File: src/rtl/core/wtsp_pkg.sv
// ----------------------------------------------------------------------------
// wtsp_pkg
// Shared types and codes for the world-to-screen projection core.
// ----------------------------------------------------------------------------
`default_nettype none

package wtsp_pkg;

    // input word
    typedef struct packed {
        logic               mode;
        logic [4:0]         coef_index;
        logic signed [31:0] coef_value;
        logic signed [31:0] world_x;
        logic signed [31:0] world_y;
        logic signed [31:0] world_z;
    } in_t;

    // result word
    typedef struct packed {
        logic [1:0]  status;
        logic [16:0] screen_x;
        logic [16:0] screen_y;
    } out_t;

    // control that travels with a word through the transform stages
    typedef struct packed {
        logic        vld;
        logic        proj;
        logic [4:0]  cidx;
        logic [31:0] cval;
    } ctl_t;

    // control that travels with a word through the divider
    typedef struct packed {
        logic       vld;
        logic [1:0] status;
    } tag_t;

    localparam logic [1:0] ST_ON_SCREEN  = 2'd0;
    localparam logic [1:0] ST_INVALID    = 2'd1;
    localparam logic [1:0] ST_BEHIND     = 2'd2;
    localparam logic [1:0] ST_OFF_SCREEN = 2'd3;

    localparam logic [1:0] CFG_MATRICES_VALID = 2'd0;
    localparam logic [1:0] CFG_SCREEN_WIDTH   = 2'd1;
    localparam logic [1:0] CFG_SCREEN_HEIGHT  = 2'd2;

    localparam int CfgDataW = 13;
    localparam int ScaleW   = 16;   // screen size * 8
    localparam int QuotW    = 17;   // screen coordinate bits

endpackage

`default_nettype wire

File: src/rtl/core/wtsp_div_step.sv
// ----------------------------------------------------------------------------
// wtsp_div_step
// One restoring-division stage for both screen axes: settles quotient bit BIT.
// ----------------------------------------------------------------------------
`default_nettype none

module wtsp_div_step #(
    parameter int W   = 32,
    parameter int BIT = 0
) (
    input  wire logic                                  clk,
    input  wire logic                                  rst_n,
    input  wire logic                                  adv,
    input  wire wtsp_pkg::tag_t                        tag_in,
    input  wire logic [W+wtsp_pkg::ScaleW-1:0]         rx_in,
    input  wire logic [W+wtsp_pkg::ScaleW-1:0]         ry_in,
    input  wire logic [wtsp_pkg::QuotW-1:0]            qx_in,
    input  wire logic [wtsp_pkg::QuotW-1:0]            qy_in,
    input  wire logic [W-1:0]                          den_in,
    output      wtsp_pkg::tag_t                        tag_out,
    output      logic [W+wtsp_pkg::ScaleW-1:0]         rx_out,
    output      logic [W+wtsp_pkg::ScaleW-1:0]         ry_out,
    output      logic [wtsp_pkg::QuotW-1:0]            qx_out,
    output      logic [wtsp_pkg::QuotW-1:0]            qy_out,
    output      logic [W-1:0]                          den_out
);

    localparam int DW = W + wtsp_pkg::ScaleW;

    logic [DW:0]                  dsh;
    logic [DW-1:0]                rx_next;
    logic [DW-1:0]                ry_next;
    logic [wtsp_pkg::QuotW-1:0]   qx_next;
    logic [wtsp_pkg::QuotW-1:0]   qy_next;
    logic [DW-1:0]                rx_reg;
    logic [DW-1:0]                ry_reg;
    logic [wtsp_pkg::QuotW-1:0]   qx_reg;
    logic [wtsp_pkg::QuotW-1:0]   qy_reg;
    logic [W-1:0]                 den_reg;
    wtsp_pkg::tag_t               tag_reg;

    always_comb
    begin
        dsh     = (DW+1)'(den_in) << BIT;
        rx_next = rx_in;
        ry_next = ry_in;
        qx_next = qx_in;
        qy_next = qy_in;
        if ({1'b0, rx_in} >= dsh)
        begin
            rx_next     = rx_in - dsh[DW-1:0];
            qx_next[BIT] = 1'b1;
        end
        if ({1'b0, ry_in} >= dsh)
        begin
            ry_next     = ry_in - dsh[DW-1:0];
            qy_next[BIT] = 1'b1;
        end
    end

    always_ff @(posedge clk)
    begin
        if (adv)
        begin
            rx_reg  <= rx_next;
            ry_reg  <= ry_next;
            qx_reg  <= qx_next;
            qy_reg  <= qy_next;
            den_reg <= den_in;
        end
    end

    always_ff @(posedge clk or negedge rst_n)
    begin
        if (!rst_n)
        begin
            tag_reg <= '0;
        end
        else if (adv)
        begin
            tag_reg <= tag_in;
        end
    end

    assign tag_out = tag_reg;
    assign rx_out  = rx_reg;
    assign ry_out  = ry_reg;
    assign qx_out  = qx_reg;
    assign qy_out  = qy_reg;
    assign den_out = den_reg;

endmodule

`default_nettype wire

File: config.mk
export PLATFORM = sky130hd
export DESIGN_NAME = wtsp_div_step
export DESIGN_NICKNAME = d
export VERILOG_FILES = /design/src/rtl/core/wtsp_pkg.sv /design/src/rtl/core/wtsp_div_step.sv
export SDC_FILE = /design/constraint.sdc
export NUM_CORES = 1
export LEC_CHECK = 0
export ABC_CLOCK_PERIOD_IN_PS = 800
export BUFFER_PORTS_ARGS = -buffer_cell sky130_fd_sc_hd__buf_2
export CELL_PAD_IN_SITES_DETAIL_PLACEMENT = 0
export CELL_PAD_IN_SITES_GLOBAL_PLACEMENT = 1
export CORE_AREA = 2 2 175 177
export CTS_CLUSTER_DIAMETER = 50
export DETAILED_ROUTE_END_ITERATION = 8
export DIE_AREA = 0 0 177 179
export GPL_ROUTABILITY_DRIVEN = 1
export PLACE_DENSITY_LB_ADDON = 0.1
export RECOVER_POWER = 50
export SLEW_MARGIN = 40
export SYNTH_ARGS = -nofsm -noshare
export SYNTH_HDL_FRONTEND = slang
export SYNTH_SLANG_ARGS = --single-unit
File: constraint.sdc
create_clock -name clk -period 0.8 [get_ports clk]
set_clock_uncertainty 0.1 [all_clocks]
set_input_delay 0.08 -clock clk [delete_from_list [all_inputs] [get_ports clk]]
set_output_delay 0.08 -clock clk [all_outputs]
set_load 0.005 [all_outputs]
==> results of run 1 <==
through the flow:
step,setup WS [ns],total power [mW],area [sq um],util,std cells
3_3_place_gp,-2.15,19.2,15200,0.505,2032
2_1_floorplan,-1.75,14.7,10700,-,1022
5_1_grt,-1.61,31.2,19100,0.636,2224
4_1_cts,-1.50,29.3,18300,0.609,2199
3_5_place_dp,-2.19,19.2,15200,0.505,2032
6_report,-1.56,29.8,19100,0.636,2224
cell families (layout without fill, tap and decap cells):
kind of cell / Yosys count / after routing / synth area share
AOI/OAI and AO/OA: 274 / 274 / 0.170
xor gates and xnor gates: 86 / 86 / 0.0728
adders and majority gates: 66 / 66 / 0.0813
buffers and inverters: 90 / 894 / 0.0369
DFF: 165 / 165 / 0.477
muxes: 5 / 5 / 0.00520
other: 0 / 2 / 0
and+or+nand+nor: 336 / 336 / 0.156
sequential cells by signal (all words and copies together) (netlist names):
name	cells
tag_out	3
qy_out	17
rx_out	48
qx_out	17
ry_out	48
den_out	32
timing repair:
action                                  CTS  global route
setup buffers                            25            22
endpoints found under the setup margin  266           267
pin swaps                                84            66
cloned                                    4             5
gates resized for setup                 251           152
endpoints found under the hold margin   178            64
power groups by stage:
stage	logic, mW	clock network [mW]	registers (mW)
floorplan	3.40	0	11.3
global placement	8.04	0	11.2
detailed placement	8.06	0	11.2
CTS	9.32	9.00	11.0
global route	10.8	9.28	11.1
finish	9.99	8.79	11.0
how the worst max path moves through the flow:
stage | to | startpoint | cells after the start | slack (ns)
2_1_floorplan | ry_out[46] | den_in[16] | 13 | -1.75
3_3_place_gp | ry_out[47] | ry_in[0] | 14 | -2.15
3_5_place_dp | ry_out[47] | den_in[0] | 13 | -2.19
4_1_cts | rx_out[31] | den_in[0] | 13 | -1.50
5_1_grt | rx_out[31] | rx_in[0] | 14 | -1.61
6_report | ry_out[19] | den_in[18] | 14 | -1.56
synthesized netlist by cell type, types with 6 or more instances:
master | count | area share
a21o_1 | 29 | 0.021
a21oi_1 | 106 | 0.051
a31oi_1 | 12 | 0.0073
and3_1 | 10 | 0.0060
buf_2 | 11 | 0.0053
buf_4 | 6 | 0.0044
clkbuf_1 | 18 | 0.0065
edfxtp_1 | 162 | 0.47
ha_1 | 64 | 0.077
inv_1 | 53 | 0.019
nand2_1 | 86 | 0.031
nand2b_1 | 15 | 0.0091
nand3_1 | 30 | 0.015
nand4_1 | 15 | 0.0091
nor2_1 | 106 | 0.038
nor2b_1 | 10 | 0.0060
nor3_1 | 21 | 0.010
nor4_1 | 10 | 0.0060
o211ai_1 | 13 | 0.0094
o21a_1 | 10 | 0.0073
o21ai_0 | 41 | 0.020
o21bai_1 | 12 | 0.0087
xnor2_1 | 42 | 0.036
xor2_1 | 44 | 0.037
worst reg2reg max path, cell delays in order, from the launching register on:
cell and delay (ns):
dfrtp_1 0.41, buf_6 0.12, mux2_4 0.26
layout make-up:
class,count,area share
multi-input cells,767,0.348
well taps,396,0.0259
diodes,2,0.000262
clock buffers,17,0.0223
repair buffers,808,0.319
inverters,54,0.0158
flip-flops and latches,165,0.258
clock inverters,15,0.0107
layer usage:
metal  track usage  wire, um
met1         0.296     16800
met2         0.433     20700
met3        0.0329      1660
met4        0.0851      1010
met5             0         0
==> results.ini, run 1 <==
[final_layout]
multi_input_area_sq_mm=0.00665
final_common_cell=buf_4
regArea_sq_mm=0.00494
nFillCells=2541
layout-drive-gt1-share=0.549
final_cell_mix=buf_4 (321), buf_2 (308), edfxtp_1 (162), dlygate4sd3_1 (106), a21oi_1 (69)
syn_to_final_growth_pct=84.7
nets=2047

[clock_tree]
clock_sink_count=165
root_buffer=clkbuf_16
cts_tree=yes
clkTransAtPathRegs_ns=0.07
cts_hold_buf=107
clkLatencyLatePin_ns=0.44
htree_levels=4
cts_buffer_depth=2
cts_made_buffers=17

[global_routing]
grt_max_degree=25
grt.overflow.total=0
first_global_vias=11202
track_usage=0.242
grt_antenna_before_repair=2
grt_pass1_wl_mm=58.7

[setup_path]
cpPeakStageDelay_ns=0.33
worst_ep_required_time_ns=0.88
crit_slowest_cell=a221o_1
path_delay_family=compound AO/OA/AOI/OAI gates
rr_worst_depth=2
cp_common_cell=buf_12
regToRegSetupSlack_ns=-0.19
reg2reg_from=tag_out[1]
crit_chain=buf_12 > inv_12 > ha_4 > a21o_1 > a31o_1 > a221o_1 > a21o_1 > o31ai_4 > o211ai_4 > buf_12 > buf_4 > buf_12 > nor2_2 > a21oi_1
end_kind=flip-flop
r2r_end=tag_out[1]
criticalPathCategory=in -> reg
path_buf_inv=5
critPathLaunchType=input pin
crit_path_max_fanout=20
arrival_ns=2.44

[pwr]
p_comb_frac=0.336
p_int_mw=20.5
p_switching_mw=9.22
power_frac_clock=0.295
power_frac_seq=0.369
p_leak_nw=8.30
p_sw_frac=0.310
vdd_drop_max_mv=1.20
powerDensity_mw_per_mm2=1560

[synthesis]
synth_cells=1022
synth_warnings=0
seq_area_frac_synth=0.477
async_flop_share=0.0182
netlist-cell-type-count=77
avgSynthCellArea_sq_um=10.1
syn_area_sq_mm=0.0103
syn_nets=1256
synth-seq-cells=165
ys.flop_type=edfxtp_1
synth-edff-count=162

[routing]
ant_nets=0
drt_iter0_drc=669
vias_per_cell=4.92
dr_total_vias=10938
drcViolationCount=0
wl_per_cell_um=18.1
routed_wl_mm=40.2
drt_pass1_iterations=5

[placed_design]
place_hpwl_mm=29.6
place_congestion=0.867
io_buffers=332

[min_path]
min_path_type=in -> reg
hp-start=den_in[0]
min_delay_path_depth=1
holdPathEnd=den_out[0]

[floorplan]
initial_utilization=0.345
io_pins=333
core_sq_mm=0.0300
fp.dieW_um=177
die_area_sq_mm=0.0317
fp.dieH_um=179
rows=64

[sta]
max_freq_mhz=425
tns_ns=-200.88
rsz0062_at_grt=true
whs_ns=-0.257
finalSetupViolCount=387
slew-limit-headroom=0.704
drv_slew=0
min_period_ns=2.36
hold_violations=50
timing.final.crit_share=2.94
tightest_slew_ns=0.443
worst_slack_ns=-1.56

[outcome]
status=finished with violations
violations=negative hold slack, negative setup slack

[run]
cap_violations=0

No activity file was read; power rests on OpenSTA's default activity.
==> run 2, diff against run 1 <==
--- a/config.mk
+++ b/config.mk
@@ -9,10 +9,11 @@
 export BUFFER_PORTS_ARGS = -buffer_cell sky130_fd_sc_hd__buf_2
 export CELL_PAD_IN_SITES_DETAIL_PLACEMENT = 0
 export CELL_PAD_IN_SITES_GLOBAL_PLACEMENT = 1
-export CORE_AREA = 2 2 175 177
+export CORE_AREA = 2 2 173 175
+export CTS_BUF_LIST = sky130_fd_sc_hd__clkbuf_4
 export CTS_CLUSTER_DIAMETER = 50
 export DETAILED_ROUTE_END_ITERATION = 8
-export DIE_AREA = 0 0 177 179
+export DIE_AREA = 0 0 175 177
 export GPL_ROUTABILITY_DRIVEN = 1
 export PLACE_DENSITY_LB_ADDON = 0.1
 export RECOVER_POWER = 50
==> run 2 against run 1 <==
The run still ends with negative hold slack, negative setup slack left. Worst setup slack better by 0.13 ns. Global-route usage grew 1.9 points. Clock power down 39%. Power down 9.8%. Non-clock buffer count up 84. First-iteration DRC count is 6.0% lower. Cell count rose by 3.6%. Combinational power is 5% higher. Fmax is 6.0% higher. Critical path depth is the same. Utilization increased by 4.4 points.
==> results.ini, run 2 (synthesized netlist as in run 1, its figures left out) <==
[outcome]
status=finished with violations
violations=negative hold slack, negative setup slack

[clock_tree]
clock_sink_count=165
cts_buffer_depth=2
cts_tree=yes
cts_made_buffers=17
root_buffer=clkbuf_4
clkTransAtPathRegs_ns=0.16
htree_levels=4
clkLatencyLatePin_ns=0.60

[run]
cap_violations=0

[global_routing]
track_usage=0.261
grt_max_degree=36
first_global_vias=11771
grt.overflow.total=0
grt_pass1_wl_mm=62.1
grt_antenna_before_repair=5

[setup_path]
regToRegSetupSlack_ns=-0.09
worst_ep_required_time_ns=1.08
end_kind=flip-flop
rr_worst_depth=1
crit_slowest_cell=or4_1
reg2reg_from=tag_out[0]
arrival_ns=2.50
crit_chain=buf_8 > inv_6 > ha_4 > fa_2 > nand2b_4 > a21oi_4 > o21a_1 > o31a_4 > o21ai_4 > and3b_2 > buf_6 > or4_1 > o211ai_1 > nor2_1
cpPeakStageDelay_ns=0.46
r2r_end=tag_out[0]
critPathLaunchType=input pin
path_buf_inv=3
crit_path_max_fanout=4
path_delay_family=simple AND/OR/NAND/NOR gates
criticalPathCategory=in -> reg

[routing]
wl_per_cell_um=18.1
drt_pass1_iterations=5
routed_wl_mm=41.7
ant_nets=0
dr_total_vias=11418
vias_per_cell=4.95
drcViolationCount=0
drt_iter0_drc=629

[sta]
whs_ns=-0.438
drv_slew=0
worst_slack_ns=-1.42
min_period_ns=2.22
finalSetupViolCount=291
max_freq_mhz=450
tightest_slew_ns=0.496
rsz0062_at_grt=true
tns_ns=-214.40
hold_violations=15
timing.final.crit_share=2.78
slew-limit-headroom=0.669

[floorplan]
die_area_sq_mm=0.0310
initial_utilization=0.354
fp.dieH_um=177
io_pins=333
core_sq_mm=0.0292
fp.dieW_um=175
rows=63

[final_layout]
syn_to_final_growth_pct=92.3
final_common_cell=buf_4
regArea_sq_mm=0.00494
final_util=0.680
layout-drive-gt1-share=0.557
final_cells=2305
multi_input_area_sq_mm=0.00697
final_cell_mix=buf_4 (335), buf_2 (312), dlygate4sd3_1 (163), edfxtp_1 (162), nand2_1 (66)
nFillCells=2334
nets=2131

[placed_design]
place_congestion=0.886
io_buffers=332
pre_cts_slack_ns=-2.21
place_hpwl_mm=29.6
dp.cells=2034

[min_path]
hp-start=den_in[0]
min_path_type=in -> reg
min_delay_path_depth=1
holdPathEnd=den_out[0]

[pwr]
powerDensity_mw_per_mm2=1350
p_leak_nw=8.59
vdd_drop_max_mv=0.718

[run 2: cell types whose count changed in the layout (fill, tap and decap cells not counted), moves of 5 or more]
cell / change
dlygate4sd3_1: +57
nor2_4: +28
clkbuf_16: -21
a21oi_1: -20
a21oi_2: +20
nor2_2: -18
clkbuf_4: +17
buf_4: +14
nor2_1: -10
buf_16: +5
nor3_2: -5
o21ai_1: -5
[run 2: power by group]
group	total [mW]	internal [mW]	switching, mW
Sequential	11.0	10.7	0.266
Combinational	10.5	5.56	4.93
Clock	5.35	1.48	3.86
Total	26.8	17.8	9.06
[run 2: what timing repair did]
| action | 4_1_cts | 5_1_grt |
|---|---|---|
| hold buffers | 159 | 4 |
| hold endpoints to repair | 330 | 182 |
| cloned | 12 | 0 |
| endpoints found under the setup margin | 266 | 266 |
| resized for setup | 323 | 147 |
| pin swaps | 112 | 72 |
| buffers inserted | 45 | 20 |
[run 2: stage by stage]
step                area (sq um)  total power [mW]
global route               19900              28.1
CTS                        19100              26.2
detailed placement         15200              19.2
floorplan                  10700              14.7
finish                     19900              26.8
global placement           15200              19.2
[run 2: routing by layer]
| metal | vias up | track usage | share of wire |
|---|---|---|---|
| met3 | 66 | 0.0485 | 0.045 |
| met4 | 2 | 0.0962 | 0.027 |
| met1 | 5469 | 0.306 | 0.41 |
| li1 | 5551 | - | - |
| met2 | 330 | 0.474 | 0.52 |
| met5 | - | 0 | 0.00038 |
[run 2: layout make-up]
class                   instances  area share
repair buffers                892       0.347
well taps                     390      0.0245
clock buffers                  17     0.00641
multi-input cells             767       0.350
diodes                          5    0.000629
inverters                      54      0.0141
flip-flops and latches        165       0.248
clock inverters                15     0.00880
[run 2: worst max-delay path by stage]
| stage | from | end | cells past startpoint |
|---|---|---|---|
| after floorplan | den_in[16] | ry_out[46] | 13 |
| after global placement | den_in[16] | rx_out[34] | 13 |
| after detailed placement | den_in[15] | rx_out[34] | 13 |
| after CTS | den_in[18] | ry_out[44] | 14 |
| after global routing | den_in[11] | rx_out[31] | 13 |
| final | rx_in[0] | rx_out[31] | 14 |
